===== src/ccg_pkg.sv =====
// Types, constants and sine tables of the cue chime generator.
package ccg_pkg;

   // Command codes on the request channel.
   localparam logic [2:0] CMD_TICK      = 3'd0;
   localparam logic [2:0] CMD_READY     = 3'd1;
   localparam logic [2:0] CMD_UNPAIRED  = 3'd2;
   localparam logic [2:0] CMD_RECONNECT = 3'd3;
   localparam logic [2:0] CMD_CLEAR     = 3'd4;

   // Cue kinds.
   localparam logic [1:0] KIND_READY     = 2'd0;
   localparam logic [1:0] KIND_UNPAIRED  = 2'd1;
   localparam logic [1:0] KIND_RECONNECT = 2'd2;

   // Segment lengths in samples.
   localparam logic [11:0] LEADIN_LEN     = 12'd2400;
   localparam logic [11:0] NOTE_LEN       = 12'd1280;
   localparam logic [11:0] GAP_LEN        = 12'd320;
   localparam logic [11:0] TAIL_LEN       = 12'd960;
   localparam logic [11:0] FADE_LEN       = 12'd160;
   localparam logic [11:0] FADE_OUT_START = 12'd1120;

   // Last index of the low-note table.
   localparam logic [4:0] LOW_LAST = 5'd19;

   // Division by 160 is done as a multiply by ceil(2^28 / 160) and a shift by 28.
   localparam int unsigned    RECIP_SHIFT = 28;
   localparam logic [28:0]    FADE_RECIP  = 29'd1677722;

   typedef enum logic [2:0] {
      PH_IDLE   = 3'd0,
      PH_LEADIN = 3'd1,
      PH_NOTE   = 3'd2,
      PH_GAP    = 3'd3,
      PH_TAIL   = 3'd4
   } phase_type;

   // One sample on its way from the sequencer to the scaling stage.
   typedef struct packed {
      logic        valid;
      logic [12:0] mag;
      logic [28:0] scale;
      logic        neg;
      logic        amp_on;
      logic [1:0]  cue_kind;
      logic        cue_last;
      logic        fault;
   } stage_type;

   // Low note: 20 samples per period.
   function automatic logic signed [13:0] low_wave(input logic [4:0] idx);
      logic signed [13:0] w;
      case (idx)
         5'd0:    w = 14'sd0;
         5'd1:    w = 14'sd2472;
         5'd2:    w = 14'sd4702;
         5'd3:    w = 14'sd6472;
         5'd4:    w = 14'sd7608;
         5'd5:    w = 14'sd8000;
         5'd6:    w = 14'sd7608;
         5'd7:    w = 14'sd6472;
         5'd8:    w = 14'sd4702;
         5'd9:    w = 14'sd2472;
         5'd10:   w = 14'sd0;
         5'd11:   w = -14'sd2472;
         5'd12:   w = -14'sd4702;
         5'd13:   w = -14'sd6472;
         5'd14:   w = -14'sd7608;
         5'd15:   w = -14'sd8000;
         5'd16:   w = -14'sd7608;
         5'd17:   w = -14'sd6472;
         5'd18:   w = -14'sd4702;
         5'd19:   w = -14'sd2472;
         default: w = 14'sd0;
      endcase
      return w;
   endfunction

   // High note: 16 samples per period.
   function automatic logic signed [13:0] high_wave(input logic [3:0] idx);
      logic signed [13:0] w;
      case (idx)
         4'd0:    w = 14'sd0;
         4'd1:    w = 14'sd3061;
         4'd2:    w = 14'sd5657;
         4'd3:    w = 14'sd7391;
         4'd4:    w = 14'sd8000;
         4'd5:    w = 14'sd7391;
         4'd6:    w = 14'sd5657;
         4'd7:    w = 14'sd3061;
         4'd8:    w = 14'sd0;
         4'd9:    w = -14'sd3061;
         4'd10:   w = -14'sd5657;
         4'd11:   w = -14'sd7391;
         4'd12:   w = -14'sd8000;
         4'd13:   w = -14'sd7391;
         4'd14:   w = -14'sd5657;
         4'd15:   w = -14'sd3061;
         default: w = 14'sd0;
      endcase
      return w;
   endfunction

endpackage


===== src/ccg_seq.sv =====
// Cue sequencer: pending requests, phase counters and the unscaled sample.
module ccg_seq (
   input  logic                clock,
   input  logic                reset,
   input  logic                en,
   input  logic                in_valid,
   input  logic [2:0]          command,
   input  logic                speech_busy,
   input  logic                sink_error,
   output ccg_pkg::stage_type  stage_ff
);

   logic                pend_ready_ff, pend_ready_in;
   logic                pend_unpaired_ff, pend_unpaired_in;
   logic                pend_reconnect_ff, pend_reconnect_in;
   logic [1:0]          kind_ff, kind_in;
   ccg_pkg::phase_type  phase_ff, phase_in;
   logic [1:0]          note_ff, note_in;
   logic [11:0]         pos_ff, pos_in;
   logic [4:0]          tab_ff, tab_in;
   ccg_pkg::stage_type  stage_in;

   logic                is_tick;
   logic                idle;
   logic                sel_valid;
   logic [1:0]          sel_kind;
   logic                go;
   ccg_pkg::phase_type  cur_phase;
   logic [1:0]          cur_kind;
   logic [1:0]          cur_note;
   logic [11:0]         cur_pos;
   logic [4:0]          cur_tab;
   logic                tail_end;
   logic                more_notes;
   logic                is_high;
   logic signed [13:0]  wave;
   logic signed [13:0]  wave_neg;
   logic [11:0]         fade_out;
   logic [7:0]          fade;

   // Pick the highest-priority pending cue.
   always_comb begin
      sel_valid = 1'b1;
      sel_kind  = ccg_pkg::KIND_READY;
      if (pend_reconnect_ff) begin
         sel_kind = ccg_pkg::KIND_RECONNECT;
      end else if (pend_unpaired_ff) begin
         sel_kind = ccg_pkg::KIND_UNPAIRED;
      end else if (!pend_ready_ff) begin
         sel_valid = 1'b0;
      end
   end

   // A tick plays a sample if a cue runs or one can start now.
   assign is_tick = (command == ccg_pkg::CMD_TICK);
   assign idle    = (phase_ff == ccg_pkg::PH_IDLE);
   assign go      = is_tick && (!idle || (!speech_busy && sel_valid));

   // Working state for this tick, with a fresh cue starting at lead-in.
   assign cur_phase = idle ? ccg_pkg::PH_LEADIN : phase_ff;
   assign cur_kind  = idle ? sel_kind : kind_ff;
   assign cur_note  = idle ? 2'd0 : note_ff;
   assign cur_pos   = idle ? 12'd0 : pos_ff;
   assign cur_tab   = idle ? 5'd0 : tab_ff;

   assign tail_end   = (cur_phase == ccg_pkg::PH_TAIL) && (cur_pos == ccg_pkg::TAIL_LEN - 12'd1);
   assign more_notes = (cur_kind == ccg_pkg::KIND_RECONNECT) ? (cur_note < 2'd2)
                                                             : (cur_note < 2'd1);

   // Next state of flags and counters.
   always_comb begin
      pend_ready_in     = pend_ready_ff;
      pend_unpaired_in  = pend_unpaired_ff;
      pend_reconnect_in = pend_reconnect_ff;
      kind_in           = kind_ff;
      phase_in          = phase_ff;
      note_in           = note_ff;
      pos_in            = pos_ff;
      tab_in            = tab_ff;
      case (command)
         ccg_pkg::CMD_READY:     pend_ready_in = 1'b1;
         ccg_pkg::CMD_UNPAIRED:  pend_unpaired_in = 1'b1;
         ccg_pkg::CMD_RECONNECT: pend_reconnect_in = 1'b1;
         ccg_pkg::CMD_CLEAR: begin
            pend_ready_in     = 1'b0;
            pend_unpaired_in  = 1'b0;
            pend_reconnect_in = 1'b0;
         end
         ccg_pkg::CMD_TICK: begin
            if (go) begin
               // Starting consumes only the chosen flag.
               if (idle) begin
                  case (sel_kind)
                     ccg_pkg::KIND_RECONNECT: pend_reconnect_in = 1'b0;
                     ccg_pkg::KIND_UNPAIRED:  pend_unpaired_in = 1'b0;
                     default:                 pend_ready_in = 1'b0;
                  endcase
               end
               kind_in  = cur_kind;
               phase_in = cur_phase;
               note_in  = cur_note;
               pos_in   = cur_pos + 12'd1;
               tab_in   = 5'd0;
               if (sink_error || tail_end) begin
                  phase_in = ccg_pkg::PH_IDLE;
                  note_in  = 2'd0;
                  pos_in   = 12'd0;
               end else begin
                  case (cur_phase)
                     ccg_pkg::PH_LEADIN: begin
                        if (cur_pos == ccg_pkg::LEADIN_LEN - 12'd1) begin
                           phase_in = ccg_pkg::PH_NOTE;
                           note_in  = 2'd0;
                           pos_in   = 12'd0;
                        end
                     end
                     ccg_pkg::PH_NOTE: begin
                        if (cur_pos == ccg_pkg::NOTE_LEN - 12'd1) begin
                           phase_in = more_notes ? ccg_pkg::PH_GAP : ccg_pkg::PH_TAIL;
                           pos_in   = 12'd0;
                        end else begin
                           tab_in = (cur_tab == ccg_pkg::LOW_LAST) ? 5'd0 : cur_tab + 5'd1;
                        end
                     end
                     ccg_pkg::PH_GAP: begin
                        if (cur_pos == ccg_pkg::GAP_LEN - 12'd1) begin
                           phase_in = ccg_pkg::PH_NOTE;
                           note_in  = cur_note + 2'd1;
                           pos_in   = 12'd0;
                        end
                     end
                     default: begin
                     end
                  endcase
               end
            end else begin
               phase_in = ccg_pkg::PH_IDLE;
            end
         end
         default: begin
         end
      endcase
   end

   // Note pitch and fade envelope.
   always_comb begin
      case (cur_kind)
         ccg_pkg::KIND_RECONNECT: is_high = (cur_note == 2'd1);
         ccg_pkg::KIND_UNPAIRED:  is_high = (cur_note == 2'd0);
         default:                 is_high = (cur_note != 2'd0);
      endcase
      wave     = is_high ? ccg_pkg::high_wave(cur_pos[3:0]) : ccg_pkg::low_wave(cur_tab);
      wave_neg = -wave;
      fade_out = ccg_pkg::NOTE_LEN - cur_pos;
      if (cur_pos < ccg_pkg::FADE_LEN) begin
         fade = cur_pos[7:0];
      end else if (cur_pos > ccg_pkg::FADE_OUT_START) begin
         fade = fade_out[7:0];
      end else begin
         fade = ccg_pkg::FADE_LEN[7:0];
      end
   end

   // Result fields for the scaling stage.
   always_comb begin
      stage_in          = '0;
      stage_in.valid    = in_valid && go;
      stage_in.cue_kind = cur_kind;
      if (sink_error) begin
         stage_in.cue_last = 1'b1;
         stage_in.fault    = 1'b1;
      end else if (tail_end) begin
         stage_in.cue_last = 1'b1;
      end else begin
         stage_in.amp_on = 1'b1;
         if (cur_phase == ccg_pkg::PH_NOTE) begin
            stage_in.neg   = wave[13];
            stage_in.mag   = wave[13] ? wave_neg[12:0] : wave[12:0];
            stage_in.scale = 29'(fade) * ccg_pkg::FADE_RECIP;
         end
      end
   end

   // State advances on each consumed beat.
   always_ff @(posedge clock) begin
      if (reset) begin
         pend_ready_ff     <= 1'b0;
         pend_unpaired_ff  <= 1'b0;
         pend_reconnect_ff <= 1'b0;
         kind_ff           <= ccg_pkg::KIND_READY;
         phase_ff          <= ccg_pkg::PH_IDLE;
         note_ff           <= 2'd0;
         pos_ff            <= 12'd0;
         tab_ff            <= 5'd0;
      end else if (en && in_valid) begin
         pend_ready_ff     <= pend_ready_in;
         pend_unpaired_ff  <= pend_unpaired_in;
         pend_reconnect_ff <= pend_reconnect_in;
         kind_ff           <= kind_in;
         phase_ff          <= phase_in;
         note_ff           <= note_in;
         pos_ff            <= pos_in;
         tab_ff            <= tab_in;
      end
   end

   // Stage register toward the multiplier.
   always_ff @(posedge clock) begin
      if (reset) begin
         stage_ff.valid <= 1'b0;
      end else if (en) begin
         stage_ff <= stage_in;
      end
   end

endmodule


===== src/ccg_scale.sv =====
// Fade scaling: magnitude times fade over 160, truncated toward zero, into the result register.
module ccg_scale (
   input  logic                clock,
   input  logic                reset,
   input  logic                en,
   input  ccg_pkg::stage_type  stage,
   output logic                rsp_valid_ff,
   output logic signed [13:0]  sample_ff,
   output logic                amp_on_ff,
   output logic [1:0]          cue_kind_ff,
   output logic                cue_last_ff,
   output logic                fault_ff
);

   logic [41:0]        prod;
   logic [12:0]        quot;
   logic signed [13:0] quot_s;
   logic signed [13:0] sample_in;

   // The reciprocal product floors exactly for all products up to 8000 * 160.
   always_comb begin
      prod      = 42'(stage.mag) * 42'(stage.scale);
      quot      = prod[ccg_pkg::RECIP_SHIFT +: 13];
      quot_s    = $signed({1'b0, quot});
      sample_in = stage.neg ? -quot_s : quot_s;
   end

   // Result register; holds while the sink stalls.
   always_ff @(posedge clock) begin
      if (reset) begin
         rsp_valid_ff <= 1'b0;
      end else if (en) begin
         rsp_valid_ff <= stage.valid;
      end
   end

   always_ff @(posedge clock) begin
      if (en) begin
         sample_ff   <= sample_in;
         amp_on_ff   <= stage.amp_on;
         cue_kind_ff <= stage.cue_kind;
         cue_last_ff <= stage.cue_last;
         fault_ff    <= stage.fault;
      end
   end

endmodule


===== src/cue_chime_generator_unit.sv =====
// Top level of the cue chime generator: input register, sequencer and scaling stage.
// One beat is taken per clock while the sink does not stall, and each sample tick yields its result
// through the input register, the sequencer stage register and then the result register; request,
// clear and idle ticks pass through without a result. The whole pipeline advances together
// whenever the result register is empty or being taken, so a stalled sink holds every
// stage, while an empty input register still takes one more beat. Sustained rate is one
// item per cycle while the sink keeps up, set by the phase counter update in the sequencer.
module cue_chime_generator_unit (
   input  logic        clock,
   input  logic        reset,
   input  logic        req_tvalid,
   output logic        req_tready,
   input  logic [7:0]  req_tdata,   // [2:0] command, [3] speech_busy, [4] sink_error, [7:5] zero
   output logic        rsp_tvalid,
   input  logic        rsp_tready,
   output logic [15:0] rsp_tdata,   // [13:0] sample, [14] amp_on, [15] fault
   output logic [1:0]  rsp_tuser,   // [1:0] cue_kind
   output logic        rsp_tlast    // cue_last
);

   logic               en;
   logic               in_valid_ff;
   logic [2:0]         command_ff;
   logic               busy_ff;
   logic               serr_ff;
   ccg_pkg::stage_type stage;
   logic               rsp_valid;
   logic signed [13:0] sample;
   logic               amp_on;
   logic [1:0]         cue_kind;
   logic               cue_last;
   logic               fault;

   // Pipeline advance and input readiness.
   assign en         = !rsp_valid || rsp_tready;
   assign req_tready = en || !in_valid_ff;

   // Input register.
   always_ff @(posedge clock) begin
      if (reset) begin
         in_valid_ff <= 1'b0;
      end else if (req_tready) begin
         in_valid_ff <= req_tvalid;
      end
   end

   always_ff @(posedge clock) begin
      if (req_tready && req_tvalid) begin
         command_ff <= req_tdata[2:0];
         busy_ff    <= req_tdata[3];
         serr_ff    <= req_tdata[4];
      end
   end

   ccg_seq u_seq (
      .clock       (clock),
      .reset       (reset),
      .en          (en),
      .in_valid    (in_valid_ff),
      .command     (command_ff),
      .speech_busy (busy_ff),
      .sink_error  (serr_ff),
      .stage_ff    (stage)
   );

   ccg_scale u_scale (
      .clock        (clock),
      .reset        (reset),
      .en           (en),
      .stage        (stage),
      .rsp_valid_ff (rsp_valid),
      .sample_ff    (sample),
      .amp_on_ff    (amp_on),
      .cue_kind_ff  (cue_kind),
      .cue_last_ff  (cue_last),
      .fault_ff     (fault)
   );

   // Result channel packing.
   assign rsp_tvalid = rsp_valid;
   assign rsp_tdata  = {fault, amp_on, sample};
   assign rsp_tuser  = cue_kind;
   assign rsp_tlast  = cue_last;

endmodule


===== config.mk =====
export PLATFORM = sky130hd
export DESIGN_NAME = cue_chime_generator_unit
export DESIGN_NICKNAME = d
export VERILOG_FILES = /design/src/ccg_pkg.sv /design/src/ccg_seq.sv /design/src/ccg_scale.sv /design/src/cue_chime_generator_unit.sv
export SDC_FILE = /design/constraint.sdc
export NUM_CORES = 1
export LEC_CHECK = 0
export BUFFER_PORTS_ARGS = -buffer_cell sky130_fd_sc_hd__buf_2
export CAP_MARGIN = 20
export CELL_PAD_IN_SITES_DETAIL_PLACEMENT = 1
export CELL_PAD_IN_SITES_GLOBAL_PLACEMENT = 1
export CORE_ASPECT_RATIO = 1.4
export CORE_MARGIN = 2
export CORE_UTILIZATION = 45
export DETAILED_ROUTE_END_ITERATION = 10
export GPL_TIMING_DRIVEN = 0
export PLACE_DENSITY_LB_ADDON = 0.3
export RECOVER_POWER = 50
export SYNTH_ARGS = -nofsm -noshare
export SYNTH_HDL_FRONTEND = slang
export SYNTH_HIERARCHICAL = 1
export SYNTH_SLANG_ARGS = --single-unit

===== constraint.sdc =====
create_clock -name clock -period 6.7 [get_ports clock]
set_input_delay 0.335 -clock clock [delete_from_list [all_inputs] [get_ports clock]]
set_output_delay 0.335 -clock clock [all_outputs]
set_load 0.01 [all_outputs]

==> summary.txt <==
Cells and area
  • Layout Area Growth over Synthesis: 15.42%
  • Final net count: 2883
  • Finished Layout Cells: between 2000 and 3000
  • Share of post-route cells with drive strength above 1: 0.1488
  • Final Util: 0.5276

Drt
  • Detailed-route DRC error count: 0
  • Vias post-DR: roughly 18000
  • DRT Wirelength: about 73000 µm
  • Vias per cell: between 5 and 6
  • 1st-pass router iterations: 7
  • Post-route ant nets: 0
  • DR WL/cell: around 25 µm
  • Initial DRC count: 1021

CTS
  • H-tree depth: 3
  • Clock-pin slew on the worst setup and hold paths: roughly 0.08 ns
  • CTS tree: yes
  • Longest Clk Path Bufs: 2
  • Clk Latency, worst-skew pair: approximately 0.38 ns
  • Root Driver: clkbuf_16
  • Num CTS Buffers: 9
  • Clock sink count: about 100

Timing
  • Post-route setup slack: -0.2279 ns
  • Fin. Hold Viols: 0
  • Post-Route Setup TNS: -1.151 ns
  • Max Clock Skew: 0.02223 ns
  • Tmin final: between 6 and 7 ns
  • Final Slew Violations: 38
  • Min Hold Slack: roughly 0.12 ns
  • Setup Viol. Count Final: 8
  • Fmax: approximately 140 MHz
  • RSZ-0062 raised after global routing: true
  • Slew Limit Headroom: -0.3016
  • Final worst-path cycle share: 1.034
  • Slew @ Worst Pin: a little under 2 ns

Setup path
  • Slowest CP cell: edfxtp_1
  • Worst Path Class, Setup: reg2reg
  • Worst Path Required: between 6 and 7 ns
  • Crit Path Max Fanout: 8
  • Startpoint Class: flop
  • Most frequent CP cell: fa_1
  • Worst setup path start: u_seq/stage_ff[36]
  • Worst reg2reg setup slack: -0.23 ns
  • Worst endpoint data arrival time: between 7 and 8 ns
  • Reg-to-Reg End: u_scale/sample_ff[13]
  • Worst reg2reg path startpoint: u_seq/stage_ff[36]
  • Peak per-stage delay on the critical path: between 0.5 and 0.6 ns
  • CP Capture Type: flop
  • Reg2Reg Depth: 21
  • Critical-path cell list: buf_6 > buf_8 > nand2_4 > fa_1 > inv_2 > fa_1 > fa_1 > fa_1 > inv_1 > fa_2 > inv_2 > ha_4 > nand4_1 > or4_4 > o211ai_1 > a31oi_1 > xnor2_1 > or3_1 > buf_6 > or4_4 > o21a_1
  • Setup crit end: u_scale/sample_ff[13]

Logic synthesis
  • Mapped Area: between 15000 and 20000 µm²
  • Yosys warnings: 6
  • Most used DFF post-synth: edfxtp_1
  • Cells after synthesis: roughly 2300
  • Post-Syn Area per Cell: between 8 and 9 µm²
  • Syn nets: roughly 2700
  • Fraction of registers with async set/reset: 0
  • Seq/Total Area, Yosys: 0.1386
  • Distinct cell type count after synthesis: 94
  • Post-synthesis register bit count: 101
  • Post-synth EDFFs: 71

Floorplanning
  • Die area: about 46000 µm²
  • Num ports: 33
  • Core Footprint: approximately 43000 µm²
  • Row cnt: 90
  • Initial Util: 0.4571
  • Die X: between 150 and 200 µm
  • Chip height: between 200 and 300 µm

GRT
  • First-pass GRT wire length: approximately 110000 µm
  • Largest net degree at the start of global routing: 38
  • Antenna violations before repair: 7
  • Overall Global Routing Usage: 0.3160
  • Vias in the first global route: 19698
  • Overflow after GRT: 0

Placed design
  • RePlAce Congestion: 0.9311
  • Placed Instances: 2854
  • Port buffer count: 29
  • Setup slack after placement: -1.314 ns
  • HPWL after DPL: roughly 54000 µm

Flow run
  • Max Cap Viol: 1

Power and ir drop
  • Flop pwr share: 0.304
  • Worst vdd ir: roughly 0.00016 V
  • Pwr dens: 105.7 nW/µm²
  • Leakage: roughly 10 nW
  • Logic pwr share: 0.465
  • Pint: about 1.4 mW
  • Switching pwr: about 1000 µW
  • Clock network fraction of design power: 0.231
  • Switching fraction of total power: 0.4116

Status
  • Status: finished with violations
  • Failing checks: max-capacitance violations, max-slew violations, negative setup slack

Worst hold path
  • Hold crit path type: in2reg
  • HP Start: req_tdata[2]
-- final cells by class --
type / count / area (µm²)
Tap cell: 552 / 690.7
Clock buffer: 9 / 225.2
Sequential cell: 101 / 2733
Antenna cell: 3 / 7.507
Fill cell: 5086 / 20370
Buffer: 125 / 1067
Clock inverter: 7 / 91.34
Inverter: 407 / 1530
Multi-Input combinational cell: 1630 / 15470
Timing Repair Buffer: 133 / 939.7
-- logic make-up (layout without fill, tap and decap cells) --
kind of cell	after synthesis	count (layout)	synth area share
xor gates and xnor gates	46	46	0.02044
muxes	10	10	0.005268
buffers and inverters	541	681	0.1058
other	1	4	0.0001902
DFF	101	101	0.1386
and+or+nand+nor	772	772	0.1986
AOI/OAI and AO/OA	337	337	0.1178
adders and majority gates	464	464	0.4133
-- per-stage QoR --
step	area (µm²)	power, mW
detailed placement	20580	1.582
floorplan	19720	1.303
global placement	20550	1.547
CTS	22240	2.284
global route	22750	2.528
finish	22760	2.405
-- placed cells by master, fill, tap and decap left out, types with 8 or more instances in the layout --
cell type / n
clkbuf_4: 15
nand2b_1: 17
buf_8: 12
o21a_1: 15
ha_4: 20
clkbuf_1: 57
buf_6: 15
o21ai_1: 8
a31oi_1: 12
a21oi_1: 82
a21o_1: 11
o211ai_1: 11
nor3_1: 38
o31ai_1: 12
dfxtp_1: 30
buf_2: 20
nand3_1: 26
edfxtp_1: 71
nor2_1: 85
nor2b_1: 16
nand2_1: 302
nand4_1: 26
o21ai_0: 63
xnor2_1: 24
inv_2: 20
inv_1: 386
a211oi_1: 18
a21oi_2: 11
clkbuf_8: 13
fa_1: 305
clkbuf_2: 11
or3_1: 12
ha_1: 131
buf_4: 101
nor3b_1: 10
xor2_1: 20
nand3b_1: 9
clkbuf_16: 17
and2_1: 159
-- worst max-delay path: cells and delay by family, from the launching register on --
kind | cells | cell delay (ns)
fa+ha+maj | 6 | 2.97
xor+xnor | 1 | 0.18
compound gates | 3 | 0.68
buf+inv | 6 | 0.62
flops | 1 | 0.59
simple gates | 5 | 1.63
-- synthesized netlist by cell type, types with 21 or more instances --
cell type	count	share of area
xor2_1	21	0.0093
and2_1	164	0.052
a21oi_1	92	0.023
nand3_1	28	0.0071
nand2_1	309	0.059
nor2_1	88	0.017
a211oi_1	22	0.0084
inv_1	407	0.077
fa_1	312	0.32
edfxtp_1	71	0.11
xnor2_1	25	0.011
nor3_1	39	0.0099
dfxtp_1	30	0.030
o21ai_0	70	0.018
clkbuf_1	108	0.021
ha_1	152	0.096
nand4_1	26	0.0083
-- worst min-delay path by stage --
| stage | end | slack, ns | cells after the start |
|---|---|---|---|
| 2_1_floorplan | in_valid_ff | 0.40 | 1 |
| 3_3_place_gp | u_scale/amp_on_ff | 0.40 | 0 |
| 3_5_place_dp | u_scale/fault_ff | 0.41 | 0 |
| 4_1_cts | command_ff[2] | 0.11 | 1 |
| 5_1_grt | command_ff[2] | 0.11 | 1 |
| 6_report | command_ff[2] | 0.12 | 1 |
-- layer usage --
layer / global-route usage / wire length, µm / vias to the layer above
li1: - / - / 7583
met1: 0.2992 / 23490 / 8842
met2: 0.5916 / 38720 / 735
met3: 0.05110 / 4184 / 360
met4: 0.2634 / 6923 / 0
met5: 0 / 0 / -
-- registers in the layout, indices dropped and copies added, names as in the netlist, 3 cells and up --
| register | cells |
|---|---|
| u_seq/pos_ff | 12 |
| command_ff | 3 |
| u_scale/sample_ff | 14 |
| u_seq/tab_ff | 5 |
| u_seq/phase_ff | 3 |
| u_seq/stage_ff | 48 |
-- power by group through the flow --
| stage | logic (mW) | clock network, mW | registers, mW |
|---|---|---|---|
| 2_1_floorplan | 0.554 | 0 | 0.749 |
| 3_3_place_gp | 0.805 | 0 | 0.742 |
| 3_5_place_dp | 0.838 | 0 | 0.744 |
| 4_1_cts | 0.984 | 0.571 | 0.728 |
| 6_report | 1.12 | 0.556 | 0.730 |
| 5_1_grt | 1.20 | 0.590 | 0.734 |
-- repair_timing --
| item | CTS | global route |
|---|---|---|
| pin swaps | 54 | 99 |
| endpoints found under the setup margin | 32 | 24 |
| cloned | 4 | 1 |
| resized for setup | 225 | 118 |
| hold buffers | 0 | 0 |
| buffers inserted | 59 | 39 |
| hold endpoints to repair | 0 | 0 |
Note: power is estimated with default switching activity, not from simulation.
